`src/hw/rtl/tinyjambu192_aead_encrypt_top_defines.svh`:
```
// Assertion macros used by the top-level RTL file of the TinyJAMBU-192 encryption block.
// Each macro expects i_clk and i_rst_n in scope.
`ifndef TINYJAMBU192_AEAD_ENCRYPT_TOP_DEFINES_SVH
`define TINYJAMBU192_AEAD_ENCRYPT_TOP_DEFINES_SVH

`define TJ192_ASSERT_IMPL(lbl, ante, cons) \
    lbl: assert property (@(posedge i_clk) disable iff (!i_rst_n) (ante) |-> (cons)) \
        else $error("tj192 implication check failed");

`define TJ192_ASSERT_NEXT(lbl, ante, cons) \
    lbl: assert property (@(posedge i_clk) disable iff (!i_rst_n) (ante) |=> (cons)) \
        else $error("tj192 next-cycle check failed");

`endif

```
`src/hw/rtl/tj192_pkg.sv`:
```
package tj192_pkg;

    localparam int unsigned WORD_W       = 32;
    localparam int unsigned KEY_W        = 64;
    localparam int unsigned CNT_W        = 3;
    localparam int unsigned KIND_W       = 3;
    localparam int unsigned CFG_IDX_W    = 2;
    localparam int unsigned FRAME_W      = 8;
    localparam int unsigned PC_W         = 5;
    localparam int unsigned GRP_W        = 6;
    localparam int unsigned KIDX_W       = 3;
    localparam int unsigned GROUPS_LONG  = 36;
    localparam int unsigned GROUPS_SHORT = 20;
    localparam int unsigned KEY_WORDS    = 6;

    localparam logic [KIND_W-1:0] KIND_START = 3'd0;
    localparam logic [KIND_W-1:0] KIND_NONCE = 3'd1;
    localparam logic [KIND_W-1:0] KIND_AD    = 3'd2;
    localparam logic [KIND_W-1:0] KIND_MSG   = 3'd3;
    localparam logic [KIND_W-1:0] KIND_FINAL = 3'd4;

    localparam logic [CFG_IDX_W-1:0] CFG_KEY_LOW  = 2'd0;
    localparam logic [CFG_IDX_W-1:0] CFG_KEY_MID  = 2'd1;
    localparam logic [CFG_IDX_W-1:0] CFG_KEY_HIGH = 2'd2;

    localparam logic [FRAME_W-1:0] FRAME_NONCE = 8'h10;
    localparam logic [FRAME_W-1:0] FRAME_AD    = 8'h30;
    localparam logic [FRAME_W-1:0] FRAME_MSG   = 8'h50;
    localparam logic [FRAME_W-1:0] FRAME_FINAL = 8'h70;
    localparam logic [FRAME_W-1:0] FRAME_NONE  = 8'h00;

    localparam logic [CNT_W-1:0] CNT_FULL = 3'd4;

    localparam logic [PC_W-1:0] PC_START = 5'd0;
    localparam logic [PC_W-1:0] PC_NONCE = 5'd2;
    localparam logic [PC_W-1:0] PC_AD    = 5'd5;
    localparam logic [PC_W-1:0] PC_MSG   = 5'd8;
    localparam logic [PC_W-1:0] PC_FINAL = 5'd12;

    typedef enum logic [2:0] {
        OP_CLEAR  = 3'd0,
        OP_FRAME  = 3'd1,
        OP_PERM   = 3'd2,
        OP_ABSORB = 3'd3,
        OP_EMIT   = 3'd4
    } t_op;

    typedef struct packed {
        t_op                op;
        logic [FRAME_W-1:0] frame;
        logic               long_perm;
        logic               full;
        logic               tag;
        logic               last;
        logic               done;
    } t_cw;

    typedef struct packed {
        logic               clear;
        logic               frame_en;
        logic [FRAME_W-1:0] frame;
        logic               perm_en;
        logic [KIDX_W-1:0]  kidx;
        logic               absorb_en;
        logic               absorb_full;
    } t_dp_ctrl;

    function automatic t_cw make_cw(input t_op op, input logic [FRAME_W-1:0] frame,
                                    input logic long_perm, input logic full,
                                    input logic tag, input logic last, input logic done);
        t_cw cw;
        cw.op        = op;
        cw.frame     = frame;
        cw.long_perm = long_perm;
        cw.full      = full;
        cw.tag       = tag;
        cw.last      = last;
        cw.done      = done;
        return cw;
    endfunction

    // Microprogram: one control word per step.
    function automatic t_cw prog_rom(input logic [PC_W-1:0] pc);
        t_cw cw;
        unique case (pc)
            5'd0:    cw = make_cw(OP_CLEAR,  FRAME_NONE,  1'b0, 1'b0, 1'b0, 1'b0, 1'b0);
            5'd1:    cw = make_cw(OP_PERM,   FRAME_NONE,  1'b1, 1'b0, 1'b0, 1'b0, 1'b1);
            5'd2:    cw = make_cw(OP_FRAME,  FRAME_NONCE, 1'b0, 1'b0, 1'b0, 1'b0, 1'b0);
            5'd3:    cw = make_cw(OP_PERM,   FRAME_NONE,  1'b0, 1'b0, 1'b0, 1'b0, 1'b0);
            5'd4:    cw = make_cw(OP_ABSORB, FRAME_NONE,  1'b0, 1'b1, 1'b0, 1'b0, 1'b1);
            5'd5:    cw = make_cw(OP_FRAME,  FRAME_AD,    1'b0, 1'b0, 1'b0, 1'b0, 1'b0);
            5'd6:    cw = make_cw(OP_PERM,   FRAME_NONE,  1'b0, 1'b0, 1'b0, 1'b0, 1'b0);
            5'd7:    cw = make_cw(OP_ABSORB, FRAME_NONE,  1'b0, 1'b0, 1'b0, 1'b0, 1'b1);
            5'd8:    cw = make_cw(OP_FRAME,  FRAME_MSG,   1'b0, 1'b0, 1'b0, 1'b0, 1'b0);
            5'd9:    cw = make_cw(OP_PERM,   FRAME_NONE,  1'b1, 1'b0, 1'b0, 1'b0, 1'b0);
            5'd10:   cw = make_cw(OP_EMIT,   FRAME_NONE,  1'b0, 1'b0, 1'b0, 1'b1, 1'b0);
            5'd11:   cw = make_cw(OP_ABSORB, FRAME_NONE,  1'b0, 1'b0, 1'b0, 1'b0, 1'b1);
            5'd12:   cw = make_cw(OP_FRAME,  FRAME_FINAL, 1'b0, 1'b0, 1'b0, 1'b0, 1'b0);
            5'd13:   cw = make_cw(OP_PERM,   FRAME_NONE,  1'b1, 1'b0, 1'b0, 1'b0, 1'b0);
            5'd14:   cw = make_cw(OP_EMIT,   FRAME_NONE,  1'b0, 1'b0, 1'b1, 1'b0, 1'b0);
            5'd15:   cw = make_cw(OP_FRAME,  FRAME_FINAL, 1'b0, 1'b0, 1'b0, 1'b0, 1'b0);
            5'd16:   cw = make_cw(OP_PERM,   FRAME_NONE,  1'b0, 1'b0, 1'b0, 1'b0, 1'b0);
            5'd17:   cw = make_cw(OP_EMIT,   FRAME_NONE,  1'b0, 1'b0, 1'b1, 1'b1, 1'b1);
            default: cw = make_cw(OP_FRAME,  FRAME_NONE,  1'b0, 1'b0, 1'b0, 1'b0, 1'b1);
        endcase
        return cw;
    endfunction

    function automatic logic [PC_W-1:0] kind_entry(input logic [KIND_W-1:0] kind);
        logic [PC_W-1:0] pc;
        unique case (kind)
            KIND_START: pc = PC_START;
            KIND_NONCE: pc = PC_NONCE;
            KIND_AD:    pc = PC_AD;
            KIND_MSG:   pc = PC_MSG;
            default:    pc = PC_FINAL;
        endcase
        return pc;
    endfunction

    function automatic logic [CNT_W-1:0] norm_count(input logic [CNT_W-1:0] cnt);
        logic [CNT_W-1:0] res;
        res = ((cnt == 3'd0) || (cnt > CNT_FULL)) ? CNT_FULL : cnt;
        return res;
    endfunction

    function automatic logic [WORD_W-1:0] byte_mask(input logic [CNT_W-1:0] cnt);
        logic [WORD_W-1:0] mask;
        unique case (cnt)
            3'd1:    mask = 32'h0000_00FF;
            3'd2:    mask = 32'h0000_FFFF;
            3'd3:    mask = 32'h00FF_FFFF;
            default: mask = 32'hFFFF_FFFF;
        endcase
        return mask;
    endfunction

endpackage

```
`src/hw/rtl/tj192_dp.sv`:
```
module tj192_dp (
    input  logic                                i_clk,
    input  logic                                i_rst_n,
    input  tj192_pkg::t_dp_ctrl                 i_ctrl,
    input  logic [tj192_pkg::KEY_W-1:0]         i_key_low,
    input  logic [tj192_pkg::KEY_W-1:0]         i_key_mid,
    input  logic [tj192_pkg::KEY_W-1:0]         i_key_high,
    input  logic [tj192_pkg::WORD_W-1:0]        i_word,
    input  logic [tj192_pkg::CNT_W-1:0]         i_cnt,
    output logic [tj192_pkg::WORD_W-1:0]        o_s2
);

    logic [tj192_pkg::WORD_W-1:0] r_s0, r_s1, r_s2, r_s3;
    logic [tj192_pkg::WORD_W-1:0] key_word;
    logic [tj192_pkg::WORD_W-1:0] t1, t2, t3, t4, upd;
    logic [tj192_pkg::WORD_W-1:0] abs_mask;

    always_comb begin
        unique case (i_ctrl.kidx)
            3'd0:    key_word = i_key_low[31:0];
            3'd1:    key_word = i_key_low[63:32];
            3'd2:    key_word = i_key_mid[31:0];
            3'd3:    key_word = i_key_mid[63:32];
            3'd4:    key_word = i_key_high[31:0];
            default: key_word = i_key_high[63:32];
        endcase
    end

    // One group of 32 rounds. The state rotates by one word per group, so the
    // word being updated always sits in r_s0.
    assign t1  = (r_s1 >> 15) | (r_s2 << 17);
    assign t2  = (r_s2 >> 6)  | (r_s3 << 26);
    assign t3  = (r_s2 >> 21) | (r_s3 << 11);
    assign t4  = (r_s2 >> 27) | (r_s3 << 5);
    assign upd = r_s0 ^ t1 ^ (~(t2 & t3)) ^ t4 ^ key_word;

    assign abs_mask = i_ctrl.absorb_full ? {tj192_pkg::WORD_W{1'b1}}
                                         : tj192_pkg::byte_mask(i_cnt);

    always_ff @(posedge i_clk) begin
        if (!i_rst_n) begin
            r_s0 <= '0;
            r_s1 <= '0;
            r_s2 <= '0;
            r_s3 <= '0;
        end else if (i_ctrl.clear) begin
            r_s0 <= '0;
            r_s1 <= '0;
            r_s2 <= '0;
            r_s3 <= '0;
        end else if (i_ctrl.frame_en) begin
            r_s1 <= r_s1 ^ {{(tj192_pkg::WORD_W-tj192_pkg::FRAME_W){1'b0}}, i_ctrl.frame};
        end else if (i_ctrl.perm_en) begin
            r_s0 <= r_s1;
            r_s1 <= r_s2;
            r_s2 <= r_s3;
            r_s3 <= upd;
        end else if (i_ctrl.absorb_en) begin
            r_s3 <= r_s3 ^ (i_word & abs_mask);
            if (!i_ctrl.absorb_full && (i_cnt != tj192_pkg::CNT_FULL)) begin
                r_s1 <= r_s1 ^ {{(tj192_pkg::WORD_W-tj192_pkg::CNT_W){1'b0}}, i_cnt};
            end
        end
    end

    assign o_s2 = r_s2;

endmodule

```
`src/hw/rtl/tinyjambu192_aead_encrypt_top.sv`:
```
// A message request yields one ciphertext word and a finalize request yields two tags.
// A new request is accepted only while the sequencer is idle; a stalled output
// holds the sequencer at its emit step. The round unit does one 32-round group a cycle.
// Reset is synchronous, active low: state and key registers clear to zero and the
// sequencer returns to idle.
`include "tinyjambu192_aead_encrypt_top_defines.svh"

module tinyjambu192_aead_encrypt_top (
    input  logic                                i_clk,
    input  logic                                i_rst_n,
    input  logic                                i_cfg_we,
    input  logic [tj192_pkg::CFG_IDX_W-1:0]     i_cfg_index,
    input  logic [tj192_pkg::KEY_W-1:0]         i_cfg_data,
    input  logic                                i_in_valid,
    output logic                                o_in_ready,
    input  logic [tj192_pkg::KIND_W-1:0]        i_kind,
    input  logic [tj192_pkg::WORD_W-1:0]        i_data_word,
    input  logic [tj192_pkg::CNT_W-1:0]         i_byte_count,
    output logic                                o_out_valid,
    input  logic                                i_out_ready,
    output logic [tj192_pkg::WORD_W-1:0]        o_out_word,
    output logic [tj192_pkg::CNT_W-1:0]         o_out_bytes,
    output logic                                o_out_is_tag,
    output logic                                o_out_last
);

    typedef enum logic [1:0] {
        ST_IDLE = 2'b01,
        ST_RUN  = 2'b10
    } t_seq_state;

    localparam logic [tj192_pkg::GRP_W-1:0] GRP_LONG_LAST =
        tj192_pkg::GRP_W'(tj192_pkg::GROUPS_LONG - 1);
    localparam logic [tj192_pkg::GRP_W-1:0] GRP_SHORT_LAST =
        tj192_pkg::GRP_W'(tj192_pkg::GROUPS_SHORT - 1);
    localparam logic [tj192_pkg::KIDX_W-1:0] KIDX_LAST =
        tj192_pkg::KIDX_W'(tj192_pkg::KEY_WORDS - 1);

    logic [tj192_pkg::KEY_W-1:0]   r_key_low, r_key_mid, r_key_high;
    t_seq_state                    r_state, n_state;
    logic [tj192_pkg::PC_W-1:0]    r_pc, n_pc;
    logic [tj192_pkg::GRP_W-1:0]   r_grp, n_grp;
    logic [tj192_pkg::KIDX_W-1:0]  r_kidx, n_kidx;
    logic [tj192_pkg::WORD_W-1:0]  r_word;
    logic [tj192_pkg::CNT_W-1:0]   r_cnt;
    logic                          r_out_valid;
    logic [tj192_pkg::WORD_W-1:0]  r_out_word;
    logic [tj192_pkg::CNT_W-1:0]   r_out_bytes;
    logic                          r_out_is_tag;
    logic                          r_out_last;

    tj192_pkg::t_cw                cw;
    tj192_pkg::t_dp_ctrl           dp_ctrl;
    logic                          run;
    logic                          in_acc;
    logic                          grp_last;
    logic                          out_free;
    logic                          step_adv;
    logic                          emit_fire;
    logic [tj192_pkg::WORD_W-1:0]  s2;
    logic [tj192_pkg::WORD_W-1:0]  ct_word;

    assign run      = (r_state == ST_RUN);
    assign cw       = tj192_pkg::prog_rom(r_pc);
    assign in_acc   = i_in_valid && o_in_ready;
    assign grp_last = (r_grp == (cw.long_perm ? GRP_LONG_LAST : GRP_SHORT_LAST));
    assign out_free = !r_out_valid || i_out_ready;

    always_comb begin
        unique case (cw.op)
            tj192_pkg::OP_PERM: step_adv = grp_last;
            tj192_pkg::OP_EMIT: step_adv = out_free;
            default:            step_adv = 1'b1;
        endcase
    end

    assign emit_fire = run && (cw.op == tj192_pkg::OP_EMIT) && out_free;

    always_comb begin
        dp_ctrl.clear       = run && (cw.op == tj192_pkg::OP_CLEAR);
        dp_ctrl.frame_en    = run && (cw.op == tj192_pkg::OP_FRAME);
        dp_ctrl.frame       = cw.frame;
        dp_ctrl.perm_en     = run && (cw.op == tj192_pkg::OP_PERM);
        dp_ctrl.kidx        = r_kidx;
        dp_ctrl.absorb_en   = run && (cw.op == tj192_pkg::OP_ABSORB);
        dp_ctrl.absorb_full = cw.full;
    end

    always_comb begin
        n_state = r_state;
        n_pc    = r_pc;
        n_grp   = r_grp;
        n_kidx  = r_kidx;
        if (in_acc && (i_kind <= tj192_pkg::KIND_FINAL)) begin
            n_state = ST_RUN;
            n_pc    = tj192_pkg::kind_entry(i_kind);
        end
        if (run) begin
            if (cw.op == tj192_pkg::OP_PERM) begin
                if (grp_last) begin
                    n_grp  = '0;
                    n_kidx = '0;
                end else begin
                    n_grp  = r_grp + 1'b1;
                    n_kidx = (r_kidx == KIDX_LAST) ? '0 : r_kidx + 1'b1;
                end
            end
            if (step_adv) begin
                if (cw.done) begin
                    n_state = ST_IDLE;
                    n_pc    = '0;
                end else begin
                    n_pc = r_pc + 1'b1;
                end
            end
        end
    end

    always_ff @(posedge i_clk) begin
        if (!i_rst_n) begin
            r_state <= ST_IDLE;
            r_pc    <= '0;
            r_grp   <= '0;
            r_kidx  <= '0;
        end else begin
            r_state <= n_state;
            r_pc    <= n_pc;
            r_grp   <= n_grp;
            r_kidx  <= n_kidx;
        end
    end

    always_ff @(posedge i_clk) begin
        if (!i_rst_n) begin
            r_key_low  <= '0;
            r_key_mid  <= '0;
            r_key_high <= '0;
        end else if (i_cfg_we) begin
            unique case (i_cfg_index)
                tj192_pkg::CFG_KEY_LOW:  r_key_low  <= i_cfg_data;
                tj192_pkg::CFG_KEY_MID:  r_key_mid  <= i_cfg_data;
                tj192_pkg::CFG_KEY_HIGH: r_key_high <= i_cfg_data;
                default: ;
            endcase
        end
    end

    always_ff @(posedge i_clk) begin
        if (in_acc) begin
            r_word <= i_data_word;
            r_cnt  <= tj192_pkg::norm_count(i_byte_count);
        end
    end

    tj192_dp u_dp (
        .i_clk      (i_clk),
        .i_rst_n    (i_rst_n),
        .i_ctrl     (dp_ctrl),
        .i_key_low  (r_key_low),
        .i_key_mid  (r_key_mid),
        .i_key_high (r_key_high),
        .i_word     (r_word),
        .i_cnt      (r_cnt),
        .o_s2       (s2)
    );

    assign ct_word = (s2 ^ r_word) & tj192_pkg::byte_mask(r_cnt);

    always_ff @(posedge i_clk) begin
        if (!i_rst_n) begin
            r_out_valid <= 1'b0;
        end else if (emit_fire) begin
            r_out_valid <= 1'b1;
        end else if (i_out_ready) begin
            r_out_valid <= 1'b0;
        end
    end

    always_ff @(posedge i_clk) begin
        if (emit_fire) begin
            r_out_word   <= cw.tag ? s2 : ct_word;
            r_out_bytes  <= cw.tag ? tj192_pkg::CNT_FULL : r_cnt;
            r_out_is_tag <= cw.tag;
            r_out_last   <= cw.last;
        end
    end

    assign o_in_ready   = (r_state == ST_IDLE);
    assign o_out_valid  = r_out_valid;
    assign o_out_word   = r_out_word;
    assign o_out_bytes  = r_out_bytes;
    assign o_out_is_tag = r_out_is_tag;
    assign o_out_last   = r_out_last;

    `TJ192_ASSERT_NEXT(a_known_kind_runs, in_acc && (i_kind <= tj192_pkg::KIND_FINAL), r_state == ST_RUN)
    `TJ192_ASSERT_IMPL(a_idle_counters_clear, r_state == ST_IDLE, (r_grp == '0) && (r_kidx == '0))
    `TJ192_ASSERT_IMPL(a_ct_is_last, o_out_valid && !o_out_is_tag, o_out_last)

endmodule

```
`config.mk`:
```
export PLATFORM = sky130hd
export DESIGN_NAME = tinyjambu192_aead_encrypt_top
export DESIGN_NICKNAME = d
export VERILOG_FILES = /design/src/hw/rtl/tj192_pkg.sv /design/src/hw/rtl/tj192_dp.sv /design/src/hw/rtl/tinyjambu192_aead_encrypt_top.sv
export VERILOG_INCLUDE_DIRS = /design/src /design/src/hw/rtl
export SDC_FILE = /design/constraint.sdc
export NUM_CORES = 1
export LEC_CHECK = 0
export BUFFER_PORTS_ARGS = -buffer_cell sky130_fd_sc_hd__clkbuf_2
export CORE_MARGIN = 5
export CORE_UTILIZATION = 40
export CTS_CLUSTER_DIAMETER = 120
export DETAILED_ROUTE_END_ITERATION = 12
export GPL_TIMING_DRIVEN = 0
export PLACE_DENSITY = 0.65
export SLEW_MARGIN = 20
export SYNTH_ARGS = -nofsm -noshare
export SYNTH_HDL_FRONTEND = slang
export SYNTH_SLANG_ARGS = --single-unit
```
`constraint.sdc`:
```
create_clock -name i_clk -period 3.2 [get_ports i_clk]
set_input_delay 0.16 -clock i_clk [delete_from_list [all_inputs] [get_ports i_clk]]
set_output_delay 0.16 -clock i_clk [all_outputs]
set_load 0.02 [all_outputs]
```
==> reports/metrics.yaml, run 1 <==
status: "finished, final reports clean"
htree_levels: 2
yosysWarnings: 0
coreArea_mm2: 0.0467
syn-instance-count: 2199
crit_buf_inv: 6
drt-total-wl_mm: 65.2
numCtsBuffers: 47
clk_pin_slew_ns: 0.06
yosys.area_share.adder: 0.00654
antenna_left: 0
grt_pass1_vias: 16364
whs_ns: 0.0607
antenna_cells: 0
synthToLayoutAreaGrowth_pct: 21.9
fin_crit_sh: 0.981
netlist_area_mm2: 0.0189
ys.flop_type: "dfxtp_1"
placed_cells: 2954
leakagePower_nw: 7.90
clk_latency_ns: 0.58
seq_area_mm2: 0.00913
grt_overflow: 0
utilization: 0.495
grt_pass1_wl_mm: 97.6
path_class: "reg2reg"
synthXorXnorAreaFrac: 0.0791
hold_path.class: "in2reg"
setup_viol: 0
fill_cells: 4412
boundaryPins: 148
drtIter0Drc: 1711
tns_ns: 0
hold_viol: 0
dpl.hpwl_mm: 48.8
cp_common_cell: "buf_2"
ys_async_sr_fraction: 0
synth-seq-cells: 420
clock-root-buffer: "clkbuf_16"
die_w_um: 228
ys_seq_area_frac: 0.482
p_total_mw: 12.1
antenna_found_initial: 0
fin_nets: 2614
cp_data_required_time_ns: 3.64
clkSinkCount: 420
grt_usage: 0.245
synth_top_family_by_area: "simple AND/OR/NAND/NOR gates"
crit_family: "buffers and inverters"
grt_max_degree: 34
rsz0062_at_grt: "false"
synth_cell_types: 78
instances_no_fill: 3142
rows: 79
arrival_ns: 3.58
synth_mux_area_frac: 0.0187
path_max_fanout: 10
slowest_stage: "a222oi_1"
io_buffer_count: 146
synth_edf_count: 72
cap_violations: 0
multi_input_area_mm2: 0.00910
synth_compound_area_frac: 0.179
gp_congestion: 0.964
tritoncts: "yes"
slew_violations: 0
dieArea_mm2: 0.0518
syn_nets: 2317
routed_via_density: 5.43
max_slew.worst_pin.slew_ns: 1.00
slew_headroom: 0.330
peakVddDrop_mv: 0.481
die_height_um: 228
clock_skew_ns: 0.0259
endpoint_kind: "flop"
remaining_drc_errors: 0
max_freq_mhz: 319
cts_buffer_depth: 3
first_pass_iters: 8
dr_total_vias: 17063
worstPathCellList: "buf_2, buf_4, clkinv_2, clkbuf_4, ha_1, buf_2, clkbuf_2, a222oi_1, a21oi_1, xnor2_1, o22ai_1"
drive_gt1_frac: 0.126
start_util: 0.406
postSynthAreaPerCell_um2: 8.61
post-route-min-period_ns: 3.14
post_drt_wl_per_cell_um: 20.8
synthSimpleGateAreaFrac: 0.195
cpPeakStageDelay_ns: 0.47
powerDensity_mw_per_mm2: 523
startpoint_type: "flop"
==> cells by family (layout without fill, tap and decap cells) <==
logic type / Yosys count / after routing
AOI/OAI and AO/OA: 549 / 549
adders and majority gates: 10 / 10
xor gates and xnor gates: 171 / 171
and+or+nand+nor: 840 / 840
DFF: 420 / 420
buffers and inverters: 175 / 511
muxes: 34 / 34
==> timing repair <==
item,in CTS,in global routing
hold buffers,101,0
endpoints found under the setup margin,32,13
buffers inserted,0,0
gates resized for setup,7,8
endpoints found under the hold margin,228,0
==> through the flow <==
stage | setup WS (ns) | cell area (um^2)
final | 0.0623 | 23100
after global routing | 0.0275 | 23100
after CTS | 0.0581 | 23100
after detailed placement | -0.360 | 20500
after global placement | -0.495 | 20400
after floorplan | 0.645 | 18900
==> layer usage <==
metal,part of all wire,track usage,wire (um),vias up
met3,0.074,0.0307,4850,129
met1,0.42,0.327,27300,8092
li1,-,-,-,8079
met5,0,0,0,-
met4,0.037,0.0882,2390,0
met2,0.47,0.410,30700,763
==> synthesized netlist by cell type (3+ instances only) <==
master | count | area, um^2
a211oi_1 | 5 | 37.5
a21oi_1 | 345 | 1730
a221oi_1 | 4 | 35.0
a221oi_2 | 20 | 300
a222oi_1 | 8 | 80.1
a22o_1 | 24 | 210
a31oi_1 | 26 | 163
a32oi_1 | 5 | 43.8
and2_1 | 3 | 18.8
and3b_1 | 3 | 26.3
buf_1 | 17 | 63.8
buf_2 | 28 | 140
buf_4 | 3 | 22.5
buf_6 | 4 | 45.0
clkbuf_1 | 100 | 375
clkinv_1 | 3 | 11.3
dfxtp_1 | 348 | 6970
edfxtp_1 | 72 | 2160
ha_1 | 9 | 113
inv_1 | 18 | 67.6
mux2i_1 | 32 | 320
nand2_1 | 631 | 2370
nand2b_1 | 13 | 81.3
nand3_1 | 8 | 40.0
nand3b_1 | 43 | 323
nand4_1 | 7 | 43.8
nor2_1 | 59 | 221
nor2b_1 | 35 | 219
nor3b_1 | 10 | 75.1
nor3b_2 | 4 | 50.1
o211ai_1 | 5 | 37.5
o21a_1 | 3 | 22.5
o21ai_0 | 55 | 275
o22ai_1 | 10 | 62.6
o2bb2ai_1 | 16 | 140
or2_2 | 5 | 31.3
or3_1 | 3 | 18.8
xnor2_1 | 134 | 1170
xor2_1 | 37 | 324
==> cells in the final DEF (no fill, tap or decap), types with 35 or more instances in the layout <==
| cell type | instances |
|---|---|
| xnor2_1 | 134 |
| a21oi_1 | 345 |
| nor2_1 | 59 |
| dfxtp_1 | 348 |
| clkbuf_1 | 112 |
| clkbuf_2 | 149 |
| clkbuf_16 | 49 |
| dlygate4sd3_1 | 101 |
| nor2b_1 | 35 |
| o21ai_0 | 55 |
| edfxtp_1 | 72 |
| nand3b_1 | 43 |
| xor2_1 | 37 |
| nand2_1 | 631 |
==> registers in the layout (all words and copies together), names as in the netlist <==
signal        cells
cw               11
o_out_bytes       3
o_out_is_tag      1
o_out_last        1
o_out_valid       1
o_out_word       32
r_cnt             3
r_grp             6
r_key_high       64
r_key_low        64
r_key_mid        64
r_kidx            3
r_pc              5
r_state           2
r_word           32
u_dp.o_s2        32
u_dp.r_s0        32
u_dp.r_s1        32
u_dp.r_s3        32
==> worst paths after layout <==
| path | start | endpoint | slack [ns] | cells past startpoint |
|---|---|---|---|---|
| worst max-delay path | r_kidx[2] | u_dp.r_s3[0] | 0.06 | 11 |
| worst min-delay path | i_rst_n | r_pc[0] | 0.06 | 2 |
| worst max register to register | r_kidx[2] | u_dp.r_s3[0] | 0.06 | 11 |
| worst min register to register | cw[1] | o_out_last | 0.43 | 0 |
==> area by class of cell <==
| cell class | count | share of cell area |
|---|---|---|
| clock buffers | 75 | 0.0621 |
| flip-flops and latches | 420 | 0.396 |
| well taps | 607 | 0.0329 |
| repair buffers | 249 | 0.0775 |
| inverters | 22 | 0.00385 |
| clock inverters | 13 | 0.00477 |
| multi-input cells | 1604 | 0.394 |
| plain buffers | 152 | 0.0288 |
==> power by group <==
| group | switching [mW] | internal, mW |
|---|---|---|
| Combinational | 0.644 | 0.391 |
| Clock | 2.23 | 3.15 |
| Sequential | 0.125 | 5.53 |
| Total | 3.00 | 9.08 |
No activity file was read; power rests on OpenSTA's default activity.
==> run 2: changes to the inputs <==
- CORE_UTILIZATION: 40 -> 60
- CTS_BUF_LIST: not set -> sky130_fd_sc_hd__clkbuf_2
- PLACE_DENSITY: 0.65 -> 0.88
==> run 2 against run 1 <==
  * Clock power fell by 28%
  * Via count rose by 14%
  * Highest routed layer unchanged
  * Critical path depth rose by 1
  * Cell count rose by 0.57%
  * Count of clock-buffer cells in the layout rose by 75
  * Global-route usage rose by 15 points
  * Setup slack improved by 0.048 ns
  * Wire length rose by 10%
==> reports/metrics.yaml, run 2 (synthesized netlist as in run 1, its figures left out) <==
status: "finished, final reports clean"
powerDensity_mw_per_mm2: 458  # -13%
gp_congestion: 0.993  # +3.1%
arrival_ns: 4.01  # +0.43 ns
hold_viol: 0  # unchanged
swShare: 0.299  # +0.0503
rows: 65  # -18%
worstPathCellList: "buf_2, buf_4, clkinv_2, buf_4, ha_1, buf_2, clkbuf_1, a22o_1, a221oi_2, xor2_1, nand2_1, a31oi_1"
dpl.hpwl_mm: 46.2  # -5.4%
drt-total-wl_mm: 71.9  # +10%
die_height_um: 188  # -18%
routed_via_density: 6.17  # +14%
path_max_fanout: 10  # unchanged
peakVddDrop_mv: 0.405  # -16%
post-route-min-period_ns: 3.09  # -0.0478 ns
coreArea_mm2: 0.0314  # -33%
synthToLayoutAreaGrowth_pct: 23.7
cap_violations: 0  # unchanged
max_slew.worst_pin.slew_ns: 1.02  # +0.0170 ns
clk_pin_slew_ns: 0.12  # +0.06 ns
slew_headroom: 0.321  # -0.00887
antenna_left: 0  # unchanged
cp_data_required_time_ns: 4.12  # +0.48 ns
htree_levels: 3  # +1
dr_total_vias: 19486  # +14%
grt_max_degree: 38  # +12%
top_regs: "r_key_high (64), r_key_low (64), r_key_mid (64)"
p_switching_mw: 3.20  # +6.8%
numCtsBuffers: 106  # +130%
utilization: 0.746  # +0.252
die_w_um: 188  # -18%
placed_cells: 2748  # -7.0%
mostFrequentLayoutCell: "nand2_1"
grt_overflow: 0  # unchanged
io_buffer_count: 146  # unchanged
setup_viol: 0  # unchanged
clk_latency_ns: 1.11  # +0.53 ns
clkSinkCount: 420  # unchanged
endpoint_kind: "flop"
slew_violations: 0  # unchanged
leakagePower_nw: 8.35  # +5.7%
hold_path.class: "in2reg"
grt_usage: 0.397  # +0.152
holdPathStages: 3  # +1
tritoncts: "yes"
combPwrFrac: 0.111  # +0.025
layout_common_cells: "nand2_1 (631), dfxtp_1 (346), a21oi_1 (343), clkbuf_2 (299), dlygate4sd3_1 (218)"
fin_crit_sh: 0.966  # -0.0149
drtIter0Drc: 2338  # +37%
grt_pass1_wl_mm: 109  # +12%
seq_power_share: 0.528  # +0.059
dieArea_mm2: 0.0352  # -32%
antenna_found_initial: 3  # +3
clock_skew_ns: 0.134  # +0.108 ns
p_int_mw: 7.52  # -17%
startpoint_type: "flop"
clock-root-buffer: "clkbuf_2"
whs_ns: 0.216  # +0.155 ns
cts_buffer_depth: 3  # unchanged
drive_gt1_frac: 0.150  # +0.0233
fin_nets: 2792  # +6.8%
grt_pass1_vias: 19248  # +18%
instances_no_fill: 3160  # +0.57%
tns_ns: 0  # unchanged
remaining_drc_errors: 0  # unchanged
cpPeakStageDelay_ns: 0.32  # -0.15 ns
start_util: 0.603  # +0.197
post_drt_wl_per_cell_um: 22.8  # +9.6%
max_freq_mhz: 324  # +1.5%
path_class: "reg2reg"
first_pass_iters: 7  # -1
slowest_stage: "dfxtp_1"
boundaryPins: 148  # unchanged
rr_worst_depth: 12  # +1
clock_power_share: 0.361  # -0.085
## run 2: cell types whose count changed in the layout (fill, tap and decap cells not counted), sizes merged
cell	change
bufinv	+2
buf	+2
clkbuf	+75
clkinv	+24
dlygate4sd3	+117
diode	+3
## run 2: through the flow
stage / cell area [um^2] / power (mW) / worst slack [ns]
2_1_floorplan: 18900 / 6.28 / 0.645
3_3_place_gp: 20200 / 6.63 / -0.462
3_5_place_dp: 20200 / 6.66 / -0.301
4_1_cts: 23400 / 10.5 / 0.00514
5_1_grt: 23400 / 11.1 / -0.0270
6_report: 23400 / 10.7 / 0.110
## run 2: metal layers
layer	share of wire	vias to the layer above	track usage
li1	-	8493	-
met3	0.11	421	0.0921
met4	0.075	0	0.250
met5	0	-	0
met1	0.35	8996	0.468
met2	0.46	1576	0.656
## run 2: cell type report
type                    count  area, um^2
plain buffers             152         668
clock inverters            39         243
flip-flops and latches    420        9130
repair buffers            368        2960
inverters                  22        86.3
clock buffers             150         751
fillers                  2184        7960
multi-input cells        1604        9090
well taps                 402         503
diodes                      3        7.51
## run 2: worst paths after layout
check               startpoint       endpoint  slack (ns)
setup / recovery     r_kidx[2]  u_dp.r_s3[16]        0.11
hold / removal         i_rst_n        r_pc[1]        0.22
setup reg to reg     r_kidx[2]  u_dp.r_s3[16]        0.11
hold reg to reg   u_dp.r_s1[3]   u_dp.r_s0[3]        0.44
## run 2: timing repair
action,in CTS,in global routing
gates resized for setup,4,16
hold buffers,218,0
hold endpoints to repair,285,0
setup endpoints to repair,33,34
pin swaps,1,2
buffers inserted,1,2
## run 2: power by group through the flow
| stage | registers (mW) | logic, mW | clock network (mW) |
|---|---|---|---|
| floorplan | 5.72 | 0.556 | 0 |
| global placement | 5.76 | 0.868 | 0 |
| detailed placement | 5.77 | 0.896 | 0 |
| CTS | 5.64 | 1.10 | 3.75 |
| global route | 5.68 | 1.25 | 4.12 |
| finish | 5.67 | 1.19 | 3.87 |
## run 2: critical path: cells and delay by family, from the launching register on
| kind | cells | cell delay, ns |
|---|---|---|
| compound gates | 3 | 0.75 |
| xor+xnor | 1 | 0.22 |
| fa+ha+maj | 1 | 0.21 |
| buf+inv | 6 | 1.32 |
| flops | 1 | 0.32 |
| simple gates | 1 | 0.07 |
